`config.mk`:
```
export PLATFORM = sky130hd
export DESIGN_NAME = pft_gain
export DESIGN_NICKNAME = d
export VERILOG_FILES = /design/src/rtl/core/pft_pkg.sv /design/src/rtl/core/pft_gain.sv
export SDC_FILE = /design/constraint.sdc
export NUM_CORES = 2
export LEC_CHECK = 0
export ABC_AREA = 1
export ABC_CLOCK_PERIOD_IN_PS = 8700
export BUFFER_PORTS_ARGS = -buffer_cell sky130_fd_sc_hd__buf_2
export CAP_MARGIN = 20
export CORE_AREA = 2 2 600 363
export DETAILED_ROUTE_END_ITERATION = 8
export DIE_AREA = 0 0 602 365
export HOLD_SLACK_MARGIN = 0.05
export PLACE_DENSITY_LB_ADDON = 0.05
export SYNTH_ARGS = -nofsm -noshare
export SYNTH_HDL_FRONTEND = slang
export SYNTH_SLANG_ARGS = --single-unit
```
`constraint.sdc`:
```
create_clock -name clk -period 8.7 [get_ports clk]
set_input_delay 1.305 -clock clk [delete_from_list [all_inputs] [get_ports clk]]
set_output_delay 1.305 -clock clk [all_outputs]
set_load 0.01 [all_outputs]
```
`src/rtl/core/pft_pkg.sv`:
```
// ----------------------------------------------------------------------------
// pft_pkg
// Shared widths, constants, arctangent table and types of the planar frame
// transform core.
// ----------------------------------------------------------------------------
package pft_pkg;

    // item field widths
    localparam int COORD_W    = 24;
    localparam int ANGLE_W    = 16;
    localparam int ROT_STAGES = 16;

    // fixed cordic arithmetic
    localparam int PHASE_W   = 32;
    localparam int GUARD     = 8;
    localparam int GAIN_FRAC = 30;
    localparam int GAIN_SH   = GAIN_FRAC + GUARD - 32;
    localparam logic [GAIN_FRAC-1:0] GAIN_K = 30'd652032874;

    // datapath widths
    localparam int DIFF_W  = COORD_W + 1;
    localparam int XW      = COORD_W + GUARD + 4;
    localparam int MAG_W   = (XW > 32) ? XW : 33;
    localparam int HI_W    = MAG_W - 32;
    localparam int T_W     = HI_W + GAIN_FRAC + 1;
    localparam int RV_W    = T_W - GAIN_SH + 1;
    localparam int SUM_W   = RV_W + 1;
    localparam int SHIFT_W = (ROT_STAGES > 1) ? $clog2(ROT_STAGES) : 1;

    // cycles from an accepted item to its result strobe
    localparam int LATENCY = ROT_STAGES + 5;

    // atan(2^-i) in 2^32-per-turn units
    localparam logic [PHASE_W-1:0] ATAN_TAB [32] = '{
        32'h20000000, 32'h12E4051E, 32'h09FB385B, 32'h051111D4,
        32'h028B0D43, 32'h0145D7E1, 32'h00A2F61E, 32'h00517C55,
        32'h0028BE53, 32'h00145F2F, 32'h000A2F98, 32'h000517CC,
        32'h00028BE6, 32'h000145F3, 32'h0000A2F9, 32'h0000517C,
        32'h000028BE, 32'h0000145F, 32'h00000A2F, 32'h00000517,
        32'h0000028B, 32'h00000145, 32'h000000A2, 32'h00000051,
        32'h00000028, 32'h00000014, 32'h0000000A, 32'h00000005,
        32'h00000002, 32'h00000001, 32'h00000000, 32'h00000000
    };

    // operation codes
    typedef enum logic [1:0] {
        OP_G2R = 2'd0,
        OP_R2G = 2'd1,
        OP_ROT = 2'd2
    } pft_op_t;

    // vector and residual angle moving down the rotation chain
    typedef struct packed {
        logic signed [XW-1:0]      x;
        logic signed [XW-1:0]      y;
        logic signed [PHASE_W-1:0] z;
    } pft_vec_t;

    // origin carried alongside for the final add
    typedef struct packed {
        logic                      add_org;
        logic signed [COORD_W-1:0] ox;
        logic signed [COORD_W-1:0] oy;
    } pft_side_t;

endpackage

```
`src/rtl/core/pft_gain.sv`:
```
// ----------------------------------------------------------------------------
// pft_gain
// Output stages: magnitude split, gain multiply in two partial products,
// rounding, origin add and saturation.
// ----------------------------------------------------------------------------
module pft_gain (
    input  logic                               clk,
    input  logic                               rst_n,
    input  logic                               in_valid,
    input  pft_pkg::pft_vec_t                  in_vec,
    input  pft_pkg::pft_side_t                 in_side,
    output logic                               done,
    output logic signed [pft_pkg::COORD_W-1:0] result_x,
    output logic signed [pft_pkg::COORD_W-1:0] result_y,
    output logic                               saturated
);
    import pft_pkg::*;

    localparam logic signed [SUM_W-1:0] SAT_MAX =
        {{(SUM_W-COORD_W+1){1'b0}}, {(COORD_W-1){1'b1}}};
    localparam logic signed [SUM_W-1:0] SAT_MIN =
        {{(SUM_W-COORD_W+1){1'b1}}, {(COORD_W-1){1'b0}}};

    logic [3:0]                       valid_reg;
    pft_side_t                        side1_reg;
    pft_side_t                        side2_reg;
    pft_side_t                        side3_reg;
    logic                             neg1_reg [2];
    logic                             neg2_reg [2];
    logic [MAG_W-1:0]                 mag_reg  [2];
    logic [MAG_W-1:0]                 mag_next [2];
    logic [GAIN_FRAC+31:0]            plo_reg  [2];
    logic [HI_W+GAIN_FRAC-1:0]        phi_reg  [2];
    logic signed [RV_W-1:0]           val_reg  [2];
    logic signed [RV_W-1:0]           val_next [2];
    logic signed [COORD_W-1:0]        res_reg  [2];
    logic signed [COORD_W-1:0]        res_next [2];
    logic                             sat_reg;
    logic                             sat_next;
    logic signed [XW-1:0]             coord    [2];
    logic signed [XW-1:0]             absv     [2];
    logic [T_W-1:0]                   tsum     [2];
    logic [T_W-1:0]                   trnd     [2];
    logic signed [RV_W-1:0]           tmag     [2];
    logic signed [SUM_W-1:0]          sum      [2];
    logic signed [COORD_W-1:0]        org      [2];

    // magnitude of each coordinate
    always_comb
    begin
        coord[0] = in_vec.x;
        coord[1] = in_vec.y;
        for (int k = 0; k < 2; k++)
        begin
            absv[k]     = coord[k][XW-1] ? -coord[k] : coord[k];
            mag_next[k] = MAG_W'($unsigned(absv[k]));
        end
    end

    // rounded scaled magnitude, sign restored
    always_comb
    begin
        for (int k = 0; k < 2; k++)
        begin
            tsum[k]     = T_W'(phi_reg[k]) + T_W'(plo_reg[k] >> 32);
            trnd[k]     = (tsum[k] + (T_W'(1) << (GAIN_SH - 1))) >> GAIN_SH;
            tmag[k]     = $signed({1'b0, trnd[k][RV_W-2:0]});
            val_next[k] = neg2_reg[k] ? -tmag[k] : tmag[k];
        end
    end

    // origin add and clip
    always_comb
    begin
        org[0]   = side3_reg.ox;
        org[1]   = side3_reg.oy;
        sat_next = 1'b0;
        for (int k = 0; k < 2; k++)
        begin
            sum[k] = SUM_W'(val_reg[k]);
            if (side3_reg.add_org)
            begin
                sum[k] = SUM_W'(val_reg[k]) + SUM_W'(org[k]);
            end
            res_next[k] = sum[k][COORD_W-1:0];
            if (sum[k] > SAT_MAX)
            begin
                res_next[k] = SAT_MAX[COORD_W-1:0];
                sat_next    = 1'b1;
            end
            else if (sum[k] < SAT_MIN)
            begin
                res_next[k] = SAT_MIN[COORD_W-1:0];
                sat_next    = 1'b1;
            end
        end
    end

    // control registers
    always_ff @(posedge clk or negedge rst_n)
    begin
        if (!rst_n)
        begin
            valid_reg <= '0;
        end
        else
        begin
            valid_reg <= {valid_reg[2:0], in_valid};
        end
    end

    // payload registers
    always_ff @(posedge clk)
    begin
        side1_reg <= in_side;
        side2_reg <= side1_reg;
        side3_reg <= side2_reg;
        for (int k = 0; k < 2; k++)
        begin
            neg1_reg[k] <= coord[k][XW-1];
            mag_reg[k]  <= mag_next[k];
            neg2_reg[k] <= neg1_reg[k];
            plo_reg[k]  <= mag_reg[k][31:0] * GAIN_K;
            phi_reg[k]  <= mag_reg[k][MAG_W-1:32] * GAIN_K;
            val_reg[k]  <= val_next[k];
            res_reg[k]  <= res_next[k];
        end
        sat_reg <= sat_next;
    end

    assign done      = valid_reg[3];
    assign result_x  = res_reg[0];
    assign result_y  = res_reg[1];
    assign saturated = sat_reg;

endmodule

```
# --- Word level (Yosys, flattened, before mapping) ---
# Memory sizes are Yosys's and may differ from the RTL's.
# Index checks and enable logic that the tools add are counted.
op_classes:
  mux: 11
  mul: 4
  n_reduce_logical: 1
  n_lt_le_gt_ge: 4
  add_sub_neg: 10
ops:
  columns: ["op", "n"]
  rows:
  - ["$mul A32 B29 Y61 const B", 2]
  - ["$mux W24", 4]
  - ["$mux W36", 2]
  - ["$neg A36 Y36", 2]
  - ["$add A34 B30 Y35", 2]
  - ["$add A35 B6 Y35 const B", 2]
  - ["$mul A4 B29 Y33 const B", 2]
  - ["$add A30 B24 Y31", 2]
  - ["$gt A31 B24 Y1 const B", 2]
  - ["$lt A31 B24 Y1 const B", 2]
  - ["$mux W31", 2]
  - ["$mux W30", 2]
  - ["$neg A29 Y30", 2]
  - ["$reduce_or A3 Y1", 1]
  - ["$mux W1", 1]
totals:
  ram_bits: 372
  regBits: 152
  n_memories: 7
  inputBits: 156
  out_inout_bits: 50
memory_table:
  columns: ["name", "depth", "width", "read_ports", "rd_clocked_by_memory_dff", "wr", "line_no", "rtl"]
  rows:
  - ["plo_reg", 2, 61, 2, 0, 2, "pft_gain.sv:32", "logic [GAIN_FRAC+31:0] plo_reg [2];"]
  - ["mag_reg", 2, 36, 2, 0, 2, "pft_gain.sv:30", "logic [MAG_W-1:0] mag_reg [2];"]
  - ["phi_reg", 2, 33, 2, 0, 2, "pft_gain.sv:33", "logic [HI_W+GAIN_FRAC-1:0] phi_reg [2];"]
  - ["val_reg", 2, 30, 2, 0, 2, "pft_gain.sv:34", "logic signed [RV_W-1:0] val_reg [2];"]
  - ["res_reg", 2, 24, 2, 0, 2, "pft_gain.sv:36", "logic signed [COORD_W-1:0] res_reg [2];"]
  - ["neg1_reg", 2, 1, 2, 0, 2, "pft_gain.sv:28", "logic neg1_reg [2];"]
  - ["+1 memories", null, null, null, null, null, null, null]

# --- Logic depth before layout (Yosys ltp) ---
# An unclocked memory read counts as a cell.
logic_depth:
  word_depth: 6
  ltp_mapped: 29
  mapped_depth_nobuf: 29

# --- Worst setup path after synthesis ---
# Ideal clock, no wire load.
synth_path:
  path_kind: "register to register"
  startpoint: "memory mag_reg[0][11] (netlist name)"
  endpoint: "memory plo_reg[0][54] (netlist name)"
  path_buffers: 0
  arrival_time_ps: 6302
  synth_period_minus_slack_ps: 6374
  path_slack_ps: 2326
  setup_time_ps: 72
  required_ps: 8628
  path_stages_with_launch: 28
  cell_sequence: "dfxtp_1 -> inv_1 -> fa_1 -> fa_1 -> inv_1 -> fa_1 -> inv_1 -> fa_1 -> inv_1 -> fa_1 -> fa_1 -> fa_1 -> inv_1 -> fa_1 -> inv_1 -> ha_1 -> nand2_1 -> nor2_1 -> inv_1 -> nor2_1 -> and3_1 -> nand3_1 -> nand3_1 -> a21oi_1 -> o21ai_0 -> nand2_1 -> nand2_1 -> xor2_1"
synth_rtl:
  columns: ["item", "line_no"]
  rows:
  - ["from (decl)", "pft_gain.sv:30"]
  - ["to (decl)", "pft_gain.sv:32"]

==> results by stage <==
Detailed routing:
- The number of detailed-routing iterations run before antenna repair is 8.
- The count of nets left with antenna violations after detail routing is 0.
- Detailed routing inserted a total of roughly 50k vias.
- The number of design-rule violations left by the first detailed-router iteration is 3939.
- The post-detailed-route wirelength per cell is 21.7 um.
- For this run, design rule violations remaining after detail routing come to 0.
- In the routed layout, each cell is associated on average with a via count of between 4 and 5.
- The final wirelength is ~240 mm.

Final layout:
- The area growth from synthesis to final layout is 10.4%.
- The final net count is just over 10k.
- The number of flip-flops in the largest register is between 70 and 80.
- Across the whole layout, storage elements account for ~9200 um^2.
- The finished layout holds approximately 11k standard cells, fillers aside.
- After filler insertion, the fill cell instance count of the layout stands at 23.0k.
- Of the cells placed in the final design, the portion with a size suffix greater than 1 is under 10%.
- The final design utilization is about a third.
- In the final layout, the multi-input gates occupy ~47000 um^2.

Min path:
- The end point of the most critical hold path is side2_reg[22].
- The startpoint identified for the worst hold timing path is side1_reg[22].
- The worst hold path belongs to the class register to register.
- Along the worst hold path, the cell count comes to 0.

Timing:
- Setup violations remaining at the end of the flow were counted as 0.
- After routing, the total negative slack on setup checks comes to 0 ns.
- The total count of max-transition violations in the final report is 0.
- The clock tree skew after final layout is 0.0906 ns.
- At the pin with the least slew margin, the transition time is roughly 1.1 ns.
- The final period utilization is around 92%.
- Setup repair after global routing left no endpoint under its margin.
- Counting I/O delays and the setup requirement, the final critical path takes roughly 8 ns.
- Headroom to the max-slew limit came out at between 20% and 30%.
- The final-report hold violation count is 0.
- Timing would allow up to ~0.12 GHz.

Worst setup path:
- Walking the worst path, the cells encountered are ha_1 -> fa_1 -> inv_1 -> fa_1 -> fa_1 -> inv_1 -> fa_1 -> fa_1 -> fa_1 -> inv_1 -> fa_1 -> inv_1 -> ha_1 -> a21o_1 -> o21bai_1 -> a21boi_0 -> o21ai_0 -> nand2_1 -> nand3_1 -> a21boi_0 -> o21ai_0 -> xor2_1.
- On the worst path, the slowest cell contributes a delay of between 0.9 and 1 ns.
- The length in cells of the worst reg-to-reg path is 22.
- In this run the worst path has a maximum fanout of 7.
- Counting stages on the worst path, the most repeated cell is fa_1.
- STA classifies the critical path endpoint as a register.
- The type of origin of the critical path is a register.
- The library cell contributing the largest single delay on the critical path is dfxtp_1.
- At the worst endpoint, the arrival time is 8.64 ns.
- Across all register-to-register paths, the minimum setup slack is ~0.67 ns.
- The worst register-to-register path ends at plo_reg[0][57].
- The critical setup path kind is register to register.
- In this run the critical register-to-register path is launched from mag_reg[0][14].
- The required arrival time at the worst endpoint is approximately 9.3 ns.

CTS:
- Clock latency on the worst-skew pair, taken at its later pin, is ~0.73 ns.
- The clock sink count is between 400 and 500.
- The number of buffers created by CTS is 52.
- The number of gates resized after CTS was 0.
- Clock-pin slew was measured on the worst setup and hold paths at approximately 0.070 ns.
- The buffer count from post-CTS setup fixing is 0.
- The clock passes through at most 3 buffers.
- TritonCTS built the clock tree.
- The clock root buffer is clkbuf_16.
- The total number of H-tree levels is 2.
- The number of buffers added to fix hold violations after cts is 0.

Logic synthesis:
- Sorting the synthesized cells by how often they occur yields 2089 x inv_1, 1440 x nand2_1, 944 x ha_1.
- The synthesized design contains 460 register bits.
- A synthesized cell averages between 8 and 9 um^2.
- The count of mapped cells out of synthesis is 7840.
- The total nets after synthesis is between 9k and 10k.
- The biggest area contributor in the post-synthesis netlist is fa_1.
- The share of the Yosys chip area taken by registers is ~14%.
- The share of async-settable or async-resettable flops after synthesis is 0.870%.
- Yosys printed 0 warnings.
- Counting flops with a built-in enable in the synthesized netlist gives 0.
- The most frequent cell after synthesis is inv_1.
- The dominant synthesized flop cell is dfxtp_1.
- Yosys attributes the largest share of cell area to fa_1 29%, ha_1 18%, dfxtp_1 14%.
- The post-synthesis cell type count is 60.
- The total standard cell area after synthesis is around 64000 um^2.
- Of the post-synthesis cell area, the dominant cell type holds 29.1%.

Floorplan:
- The starting utilization of the core area is 29.8%.
- The floorplan die width is about 600 um.
- Pin placement for this block handled 206 I/O pins.
- The die extent in y is around 370 um.
- The placement row count is about 130.
- The floorplan step defined a die boundary enclosing approximately 220000 um^2.
- The area of the core is 215000 um^2.

Place:
- The post-detailed-placement half-perimeter wirelength is ~220 mm.
- The placer's final routability congestion estimate is between 0.9 and 1.
- During placement, the flow inserted port buffers numbering roughly 170.
- After detailed placement, the design holds a cell count of 10.9k.

GRT:
- The number of global-route vias before repair is 51.0k.
- Entering global routing, the biggest net connects slightly below 60 pins.
- After global routing the overflow that remains totals 0.
- In the global route stage, overall resource usage came out at 22.1%.
- The initial antenna violation count is 19.
- The first global-routing pass estimated 353 mm of wire.

Status:
- The run finished with clean final reports.

Run:
- Across the run, the number of max-cap violations was 0.
## worst max-delay path by stage
stage                      endpoint  cells after the start           start
finish               plo_reg[0][57]                     22  mag_reg[0][14]
global route        plo_reg[0][114]                     24  mag_reg[0][55]
CTS                  plo_reg[0][57]                     22  mag_reg[0][14]
detailed placement   plo_reg[0][57]                     22  mag_reg[0][14]
global placement    plo_reg[0][115]                     24  mag_reg[0][55]
floorplan            plo_reg[0][54]                     27  mag_reg[0][11]
## logic make-up after synthesis
| logic type | Yosys count | synth area share [%] |
|---|---|---|
| compound gates | 672 | 5.83 |
| xor+xnor | 247 | 3.42 |
| fa+ha+maj | 1874 | 47.5 |
| buf+inv | 2151 | 12.7 |
| flops | 460 | 14.4 |
| simple gates | 2436 | 16.1 |
## final cells by class
cell class	count	share of cell area, %
clock inverter	28	0.524
sequential	460	13.1
tap	2881	5.10
timing repair buffer	249	2.03
multi-input combinational	5229	66.0
inverter	2108	11.2
clock buffer	65	2.01
antenna	7	0.0248
## critical path, delay by kind of cell, from the launching register on
family	cells	cell delay [ns]
fa+ha+maj	9	4.44
compound gates	6	1.74
flops	1	0.92
simple gates	2	0.32
buf+inv	4	0.26
xor+xnor	1	0.20
## routing by layer
layer  up-vias  wire length (um)  track usage [%]  part of all wire (%)
met1     24500            141000             38.9                    59
met4         2              1890             2.07                  0.79
li1      24300                 -                -                     -
met2      1307             77400             25.9                    32
met5         -                11                0                0.0046
met3        84             18900             5.16                   7.9
## layout by cell type, fill, tap and decap left out, types with 29 or more instances in the layout
master     netlist  layout
nor2_1         459     459
xnor2_1         90      90
a21o_1          29      29
a21oi_1        287     287
nand3_1        264     264
nand4_1         52      52
clkbuf_16        0      52
buf_2           11     174
o21ai_0        209     209
inv_1         2089    2089
ha_1           944     944
a31oi_1         50      50
dfxtp_1        456     455
fa_1           930     930
nor3_1          40      40
nand2_1       1440    1440
buf_4            5      75
xor2_1         155     155
nand2_2         33      33
## through the flow
stage                     hold slack (ns)  worst slack [ns]  instance area, um^2
after floorplan                     0.310              2.33                64000
after global placement              0.310             0.721                68800
after detailed placement            0.312             0.790                68800
after CTS                           0.276             0.776                70600
after global routing                0.289             0.420                70600
final                               0.290             0.666                70600
Power is not shown: default switching activity piles up to over one toggle a cycle in this logic, so the estimate is an artifact.
