==> src/rtl/core/pft_pkg.sv <==
// ----------------------------------------------------------------------------
// pft_pkg
// Shared widths, constants, arctangent table and types of the planar frame
// transform core.
// ----------------------------------------------------------------------------
package pft_pkg;

    // item field widths
    localparam int COORD_W    = 24;
    localparam int ANGLE_W    = 16;
    localparam int ROT_STAGES = 16;

    // fixed cordic arithmetic
    localparam int PHASE_W   = 32;
    localparam int GUARD     = 8;
    localparam int GAIN_FRAC = 30;
    localparam int GAIN_SH   = GAIN_FRAC + GUARD - 32;
    localparam logic [GAIN_FRAC-1:0] GAIN_K = 30'd652032874;

    // datapath widths
    localparam int DIFF_W  = COORD_W + 1;
    localparam int XW      = COORD_W + GUARD + 4;
    localparam int MAG_W   = (XW > 32) ? XW : 33;
    localparam int HI_W    = MAG_W - 32;
    localparam int T_W     = HI_W + GAIN_FRAC + 1;
    localparam int RV_W    = T_W - GAIN_SH + 1;
    localparam int SUM_W   = RV_W + 1;
    localparam int SHIFT_W = (ROT_STAGES > 1) ? $clog2(ROT_STAGES) : 1;

    // cycles from an accepted item to its result strobe
    localparam int LATENCY = ROT_STAGES + 5;

    // atan(2^-i) in 2^32-per-turn units
    localparam logic [PHASE_W-1:0] ATAN_TAB [32] = '{
        32'h20000000, 32'h12E4051E, 32'h09FB385B, 32'h051111D4,
        32'h028B0D43, 32'h0145D7E1, 32'h00A2F61E, 32'h00517C55,
        32'h0028BE53, 32'h00145F2F, 32'h000A2F98, 32'h000517CC,
        32'h00028BE6, 32'h000145F3, 32'h0000A2F9, 32'h0000517C,
        32'h000028BE, 32'h0000145F, 32'h00000A2F, 32'h00000517,
        32'h0000028B, 32'h00000145, 32'h000000A2, 32'h00000051,
        32'h00000028, 32'h00000014, 32'h0000000A, 32'h00000005,
        32'h00000002, 32'h00000001, 32'h00000000, 32'h00000000
    };

    // operation codes
    typedef enum logic [1:0] {
        OP_G2R = 2'd0,
        OP_R2G = 2'd1,
        OP_ROT = 2'd2
    } pft_op_t;

    // vector and residual angle moving down the rotation chain
    typedef struct packed {
        logic signed [XW-1:0]      x;
        logic signed [XW-1:0]      y;
        logic signed [PHASE_W-1:0] z;
    } pft_vec_t;

    // origin carried alongside for the final add
    typedef struct packed {
        logic                      add_org;
        logic signed [COORD_W-1:0] ox;
        logic signed [COORD_W-1:0] oy;
    } pft_side_t;

endpackage

==> src/rtl/core/pft_prep.sv <==
// ----------------------------------------------------------------------------
// pft_prep
// Input stage: origin subtract, phase alignment and negation, coarse
// half-turn fold, guard bit alignment.
// ----------------------------------------------------------------------------
module pft_prep (
    input  logic                              clk,
    input  logic                              rst_n,
    input  logic                              accept,
    input  logic [1:0]                        op,
    input  logic signed [pft_pkg::COORD_W-1:0] point_x,
    input  logic signed [pft_pkg::COORD_W-1:0] point_y,
    input  logic signed [pft_pkg::COORD_W-1:0] origin_x,
    input  logic signed [pft_pkg::COORD_W-1:0] origin_y,
    input  logic signed [pft_pkg::ANGLE_W-1:0] angle,
    output logic                              valid,
    output pft_pkg::pft_vec_t                 vec,
    output pft_pkg::pft_side_t                side
);
    import pft_pkg::*;

    logic                      valid_reg;
    pft_vec_t                  vec_reg;
    pft_vec_t                  vec_next;
    pft_side_t                 side_reg;
    pft_side_t                 side_next;
    logic                      g2r;
    logic signed [DIFF_W-1:0]  vx;
    logic signed [DIFF_W-1:0]  vy;
    logic [PHASE_W-1:0]        phase_raw;
    logic [PHASE_W-1:0]        phase;
    logic signed [XW-1:0]      ax;
    logic signed [XW-1:0]      ay;
    logic                      fold;

    // op decode
    always_comb
    begin
        g2r           = 1'b0;
        side_next.add_org = 1'b0;
        unique case (op)
            OP_G2R:  g2r = 1'b1;
            OP_R2G:  side_next.add_org = 1'b1;
            default: g2r = 1'b0;
        endcase
        side_next.ox = origin_x;
        side_next.oy = origin_y;
    end

    // vector select, phase alignment and coarse fold
    always_comb
    begin
        vx = DIFF_W'(point_x);
        vy = DIFF_W'(point_y);
        if (g2r)
        begin
            vx = DIFF_W'(point_x) - DIFF_W'(origin_x);
            vy = DIFF_W'(point_y) - DIFF_W'(origin_y);
        end
        phase_raw = PHASE_W'($unsigned(angle)) << (PHASE_W - ANGLE_W);
        phase     = g2r ? (PHASE_W'(0) - phase_raw) : phase_raw;
        ax        = XW'(vx) <<< GUARD;
        ay        = XW'(vy) <<< GUARD;
        fold      = phase[PHASE_W-1] ^ phase[PHASE_W-2];
        vec_next.x = fold ? -ax : ax;
        vec_next.y = fold ? -ay : ay;
        vec_next.z = $signed({phase[PHASE_W-1] ^ fold, phase[PHASE_W-2:0]});
    end

    // control register
    always_ff @(posedge clk or negedge rst_n)
    begin
        if (!rst_n)
        begin
            valid_reg <= 1'b0;
        end
        else
        begin
            valid_reg <= accept;
        end
    end

    // payload registers
    always_ff @(posedge clk)
    begin
        vec_reg  <= vec_next;
        side_reg <= side_next;
    end

    assign valid = valid_reg;
    assign vec   = vec_reg;
    assign side  = side_reg;

endmodule

==> config.mk <==
export PLATFORM = sky130hd
export DESIGN_NAME = pft_prep
export DESIGN_NICKNAME = d
export VERILOG_FILES = /design/src/rtl/core/pft_pkg.sv /design/src/rtl/core/pft_prep.sv
export SDC_FILE = /design/constraint.sdc
export NUM_CORES = 1
export LEC_CHECK = 0
export BUFFER_PORTS_ARGS = -buffer_cell sky130_fd_sc_hd__buf_4
export CAP_MARGIN = 40
export CORE_MARGIN = 4
export CORE_UTILIZATION = 30
export DETAILED_ROUTE_END_ITERATION = 8
export PLACE_DENSITY_LB_ADDON = 0.08
export SYNTH_ARGS = -nofsm -noshare
export SYNTH_HDL_FRONTEND = slang
export SYNTH_SLANG_ARGS = --single-unit
export TNS_END_PERCENT = 30
==> constraint.sdc <==
create_clock -name clk -period 0.8 [get_ports clk]
set_input_delay 0.04 -clock clk [delete_from_list [all_inputs] [get_ports clk]]
set_output_delay 0.04 -clock clk [all_outputs]
set_load 0.1 [all_outputs]
; After elaboration in Yosys (flattened, before gate mapping)
; Index checks and enable logic that the tools add are counted.
[op_classes]
add_sub_neg = 5
eq_ne = 1
muxes = 7
n_bitwise = 2
reduce_logical = 1
[ops]
columns = cell, count
row1 = 36-bit 2-to-1 mux, 2
row2 = 33-bit negator with 36-bit output, 2
row3 = 25-bit 2-to-1 mux, 2
row4 = 24-bit by 24-bit subtractor with 25-bit output, 2
row5 = 32-bit 2-to-1 mux, 1
row6 = 1-bit by 32-bit subtractor with 32-bit output (first input constant), 1
row7 = 2-bit by 1-bit == test with 1-bit output (second input constant), 1
row8 = 2-bit zero test, 1
row9 = 1-bit 2-to-1 mux, 2
row10 = 1-bit XOR, 2
[totals]
register_bits = 154
inputBits = 117
out_inout_bits = 154
word_cells = 26

; Depth between registers and ports, before layout
; Gate-level depths: netlist of the first run.
[depth]
ltp_word = 5
ltp_mapped = 16
depth_no_buf = 12

; Worst setup path after synthesis of the first run
; OpenSTA, ideal clock, no wires.
[synth_path]
kind = input-to-reg
startpoint = input port op[0]
endpoint = register vec_reg (netlist bit vec[66])
setup_ps = 133
arrival_time_ps = 3282
t_required_ps = 667
path_slack_ps = -2615
path_stages = 14
path_buffers = 6
cell_sequence = or2_2 > clkbuf_1 > clkbuf_1 > clkbuf_1 > clkbuf_1 > clkbuf_1 > buf_1 > o21a_1 > ha_1 > nand2_1 > nor3_1 > nand4_2 > o41ai_4 > mux2i_1
[synth_lines]
columns = element, line_no
row1 = "start, declared", pft_prep.sv:10  ; input logic [1:0] op,
row2 = "end signal, assigned", pft_prep.sv:86  ; vec_reg <= vec_next;
row3 = "end, declared", pft_prep.sv:23  ; pft_vec_t vec_reg;

==> impl_results.md, run 1 <==
- Hold Path Depth: 4
- Finished Layout Cells: 1954
- Top delay family on crit path: simple AND/OR/NAND/NOR gates
- CTS tree: yes
- Clk slew on worst S/H paths: 0.07 ns
- Area occupied by multi-input gates: 0.006385 mm2
- Die X: 171.3 um
- Drt first pass iters: 5
- Nets: 1775
- Placed Cells: 1805
- Clock root buffer: clkbuf_16
- Fmax achieved: roughly 400 MHz
- CTS Buffer Depth: 2
- Leading cell type in the layout, fill and taps excluded: buf_4
- Synth Area in XOR/XNOR: 0.08542
- Boundary Pins: 271
- Crit-path cells: buf_8, inv_8, ha_4, fa_2, nor2b_4, o31ai_4, a211oi_4, or4_1, a41o_1, nor4b_4, nand3_4, o41ai_4, mux2i_1
- Post-route setup TNS: -93.26 ns
- CP Max Fanout: 5
- Post-DP HPWL: 23530 um
- GR Util All Layers: 0.2121
- Post-synth EDFFs: 0
- Required time worst endpoint: between 1 and 1.5 ns
- Synth-to-Final Area Change: 114.9%
- WL/cell: around 17 um
- DRC violations left: 0
- Critical path class: in -> reg
- Max Cap Violations: 0
- Status: complete, but fails checks
- Share of cells above drive strength 1: 0.5822
- Post-synthesis mux area share: 0.01267
- Vias in the first global route: 9533
- Setup violators final: 185
- RSZ-0062 raised after global routing: yes
- Die Ht: 171.3 um
- Seq pwr share: 0.225
- Clock sinks: 122
- DRT iter0 DRCs: 445
- Tmin final: 2.497 ns
- Final Max Slew Viols: 0
- Mapped Avg Cell Area: between 8 and 9 um2
- Hold Path Sink: vec[77]
- Max reg flops: 72
- CP Depth: 13
- Combinational family with the most area after synthesis: compound AO/OA/AOI/OAI gates
- Hold Violations, Final: 0
- Slew @ Worst Pin: 0.5851 ns
- Power Density: 2026 mW/mm2
- Largest net degree at the start of global routing: 22
- Gr ovfl total: 0
- Post-synthesis sequential area ratio: 0.3060
- Utilization after layout: 0.6578
- CP Launch Type: input port
- Reg area: 0.002614 mm2
- Power share of the clock group: 0.240
- Number of synthesized register bits: 122
- Main synth FF type: dfxtp_1
- Crit path DAT: between 2 and 3 ns
- Row count: 59
- Pint: 19590 uW
- Global-route wire length before repair: 49700 um
- Psw: 15230 uW
- P_leak: about 0.0077 uW
- WP buf/inv: 2
- Cell area after synthesis: 0.007998 mm2
- Asr flop ratio synth: 0.008197
- Routed vias/inst: 4.861
- Port bufs: 238
- Sw frac: 0.4373
- Syn. warnings: 0
- Synth Area in Compound Gates: 0.2401
- Tot Pwr: 34820 uW
- GPL Wtd Cong: slightly above 0.9
- Crit path largest cell delay: 0.41 ns
- Simple-Gate Fraction of Synth Area: 0.1879
- Final wirelength: 32980 um
- Htree depth: 4
- Starting Density: 0.3060
- Fin worst setup slack: -1.697 ns
- Comb pwr share: 0.535
- Initial antenna violation count: 1
- Cts bufs inserted: 17
- Final worst-path cycle share: 3.122
- Crit. End Element: flop
- Hold_sp: point_x[1]
- Failing checks: setup timing
- Gate Count Post-Synth: 973
- Die ar.: just under 0.03 mm2
- Worst IR Drop VDD: 0.001166 V
- Filler cell count: 2124
- Slew HR: 0.6066
- Critical path's slowest cell: or4_1
- Placeable Area: between 0.02 and 0.03 mm2
- Vias: roughly 9500
- Unique masters post-synth: around 80
- Detail Route Antenna Nets: 0
- Min-delay worst type: in -> reg
- Adder-cell area share of the yosys netlist: 0.08479
- Most frequent cells in the layout: 404 x buf_4, 131 x buf_12, 115 x dfxtp_2
[power groups by stage]
stage	Sequential, uW	Clock, uW	Combinational [uW]
final	7850	8350	18600
after global placement	7310	0	14900
after global routing	7920	8750	19500
after floorplan	13200	0	4450
after CTS	7720	8520	17800
after detailed placement	7300	0	14900
[worst max path at each step]
stage | from | endpoint | slack, ns
detailed placement | point_x[3] | vec[103] | -2.26
CTS | point_y[0] | vec[62] | -1.68
global placement | point_x[0] | vec[103] | -2.16
floorplan | op[0] | vec[100] | -1.87
finish | point_y[0] | vec[66] | -1.70
global route | point_y[0] | vec[66] | -1.79
[through the flow]
step                instance area, um2  hold WS [ns]  setup WS, ns
global placement                 12650       -0.1852        -2.163
floorplan                         8648       -0.2556        -1.875
detailed placement               12650       -0.1843        -2.255
finish                           17190       0.03637        -1.697
global route                     17190       0.03227        -1.792
CTS                              16300      0.001186        -1.683
[what timing repair did]
action,4_1_cts,5_1_grt
gates cloned,3,1
hold buffers,69,0
setup endpoints to repair,183,187
resized for setup,549,189
pin swaps,72,48
setup buffers,23,25
endpoints found under the hold margin,68,0
[cell usage after synthesis, drive strengths merged, types with 8 or more instances]
cell    count  area (um2)
dfxtp     121        2422
nand2     105       394.1
a21oi      72       386.6
o21ai      70       350.3
inv        64       240.2
nor2       57       214.0
ha         51       638.1
buf        48       340.3
xnor2      45       394.1
xor2       33       289.0
nor3       31       155.2
nand4      23       150.1
clkbuf     21       80.07
o21a       20       150.1
o31ai      18       140.1
nand3      16       92.59
a21o       14       105.1
nor4       11       68.82
o211ai     10       75.07
a211oi      9       90.08
mux2i       9       90.09
nand2b      9       63.81
or3         8       51.30
[cell families after synthesis]
kind of cell / count (synthesis)
muxes: 10
adders and majority gates: 53
buffers and inverters: 133
AOI/OAI and AO/OA: 275
xor gates and xnor gates: 78
other: 1
and+or+nand+nor: 301
DFF: 122
[area by class of cell]
class / instances / share of cell area
Antenna cell: 1 / 0.0001456
Clock buffer: 17 / 0.02475
Clock inverter: 15 / 0.01085
Inverter: 64 / 0.01514
Multi-Input combinational cell: 750 / 0.3715
Sequential cell: 122 / 0.1521
Tap cell: 335 / 0.02438
Timing Repair Buffer: 650 / 0.4012
[layer usage]
metal | share of wire | vias to the layer above | GRT usage
met4 | 0.020 | 0 | 0.06235
met2 | 0.51 | 271 | 0.3708
li1 | - | 4687 | -
met1 | 0.41 | 4502 | 0.2642
met3 | 0.056 | 39 | 0.04298
met5 | 0 | - | 0
[tightest hold or removal path: stages]
cell and delay [ns]:
buf_4 0.09, buf_4 0.12, a21oi_4 0.07, o21ai_2 0.11
No activity file was read; power rests on OpenSTA's default activity.
==> run 2, diff against run 1 <==
- CORE_MARGIN: 4 -> default
- HOLD_SLACK_MARGIN: default -> 0.02
==> impl_results.md, run 2 (synthesis gave the netlist of run 1 again) <==
- Status: complete, but fails checks
- Failing checks: DRC, setup timing
- P_leak: 0.007855 uW
- Global-route wire length before repair: 47240 um
- Area occupied by multi-input gates: 0.006575 mm2
- Tmin final: 2.483 ns
- Placed Cells: 1807
- Finished Layout Cells: 1969
- Sw frac: 0.4285
- Initial antenna violation count: 0
- Hold Path Depth: 4
- Leading cell type in the layout, fill and taps excluded: buf_4
- Crit. End Element: flop
- Fmax achieved: 402.7 MHz
- Hold_sp: point_x[1]
- Max reg flops: 72
- Most frequent cells in the layout: 407 x buf_4, 127 x buf_12, 109 x dfxtp_2
- Comb pwr share: 0.537
- Crit path DAT: 2.78 ns
- Share of cells above drive strength 1: 0.5949
- Worst-case hold slack: 0.02079 ns
- Boundary Pins: 271
- GR peak layer: met2
- Starting Density: 0.3060
- Filler cell count: 2025
- Detail Route Antenna Nets: 0
- CP Max Fanout: 7
- Ant. Diodes: 0
- Clk slew on worst S/H paths: around 0.060 ns
- Tot Pwr: ~35000 uW
- Required time worst endpoint: around 1.1 ns
- Row count: 59
- WL/cell: between 15 and 20 um
- Pre-CTS setup slack: -2.260 ns
- M3 GR Usage: 0.03921
- Critical path class: in -> reg
- RSZ-0062 raised after global routing: yes
- Hold Path Sink: vec[77]
- Vias: between 9000 and 10000
- Cts bufs inserted: 17
- Post-route setup TNS: -94.56 ns
- Die X: 165.3 um
- Slew HR: 0.5869
- Drt first pass iters: 7
- Power Density: 2006 mW/mm2
- Psw: 15130 uW
- Post-DP HPWL: 22200 um
- Die Ht: 165.3 um
- Nets: 1791
- Gr ovfl total: 0
- Max Cap Violations: 0
- Min-delay worst type: in -> reg
- Power share of the clock group: 0.241
- DRT iter0 DRCs: 511
- Hold Violations, Final: 0
- Fin worst setup slack: -1.683 ns
- Port bufs: 238
- CTS tree: yes
- Met2 Use GR: 0.3859
- Pint: 20180 uW
- Final worst-path cycle share: 3.104
- Slew @ Worst Pin: 0.6144 ns
- Seq pwr share: 0.222
- Setup violators final: 179
- Die ar.: around 0.027 mm2
- Met1 Use GR: 0.2753
- CP Launch Type: input port
- Final Max Slew Viols: 0
- GPL Wtd Cong: between 0.8 and 0.9
- DRC violations left: 44
- Vias in the first global route: 9312
- Final wirelength: 31970 um
- Clock root buffer: clkbuf_16
- Largest net degree at the start of global routing: 30
- Routed vias/inst: 4.807
- CTS Buffer Depth: 2
- Clock sinks: 122
- Htree depth: 4
- Worst IR Drop VDD: 0.001644 V
- Synth-to-Final Area Change: 120.1%
- Placeable Area: 0.02613 mm2
- GR Util All Layers: 0.2220
- Reg area: 0.002610 mm2
==> run 2: cell count changes in the layout (fill, tap and decap cells not counted), moves of 5 or more <==
cell,delta
ha_1,-6
buf_6,+10
nor3_2,+5
o31ai_2,-5
dfxtp_1,+5
dfxtp_2,-6
o31ai_4,+6
==> run 2: area by class of cell <==
class | instances | area share
clock inverters | 13 | 0.01095
inverters | 64 | 0.01564
clock buffers | 19 | 0.02517
well taps | 335 | 0.02382
multi-input cells | 750 | 0.3736
repair buffers | 666 | 0.4025
flip-flops and latches | 122 | 0.1483
==> run 2: worst max-delay path: stages <==
cell	delay [ns]
buf_8	0.09
clkinv_8	0.04
ha_4	0.17
fa_2	0.38
nor2b_4	0.16
o31ai_4	0.10
a211o_1	0.34
a311o_1	0.34
o21ai_2	0.19
xnor2_2	0.10
a31oi_4	0.51
o41ai_4	0.15
xor2_1	0.16
==> run 2: stage by stage <==
step / util / cell area [um2]
detailed placement: 0.4857 / 12690
global placement: 0.4857 / 12690
floorplan: - / 8648
global route: 0.6735 / 17600
CTS: 0.6236 / 16300
finish: 0.6735 / 17600
==> run 2: worst max path at each step <==
| stage | startpoint | end | slack [ns] | depth (start not counted) |
|---|---|---|---|---|
| floorplan | op[0] | vec[100] | -1.87 | 16 |
| global placement | origin_y[4] | vec[67] | -2.19 | 15 |
| detailed placement | point_x[3] | vec[103] | -2.26 | 14 |
| CTS | point_x[0] | vec[102] | -1.67 | 16 |
| global route | point_y[0] | vec[64] | -1.78 | 13 |
| finish | point_y[0] | vec[64] | -1.68 | 13 |
==> run 2: power by group through the flow <==
| stage | Sequential, uW | Clock [uW] | Combinational, uW |
|---|---|---|---|
| floorplan | 13200 | 0 | 4450 |
| global placement | 7330 | 0 | 14800 |
| detailed placement | 7320 | 0 | 14900 |
| CTS | 7640 | 8670 | 17700 |
| global route | 7920 | 8930 | 19800 |
| finish | 7850 | 8500 | 19000 |
==> run 2: repair_timing <==
action | CTS | global route
endpoints found under the setup margin | 181 | 181
pin swaps | 94 | 75
hold endpoints to repair | 69 | 0
hold buffers | 70 | 0
gates cloned | 4 | 0
gates resized for setup | 476 | 299
setup buffers | 43 | 24
==> run 2: per-layer routing <==
layer	share of wire	up-vias
met5	0	-
met4	0.020	0
met3	0.056	37
met2	0.50	270
met1	0.42	4427
li1	-	4731
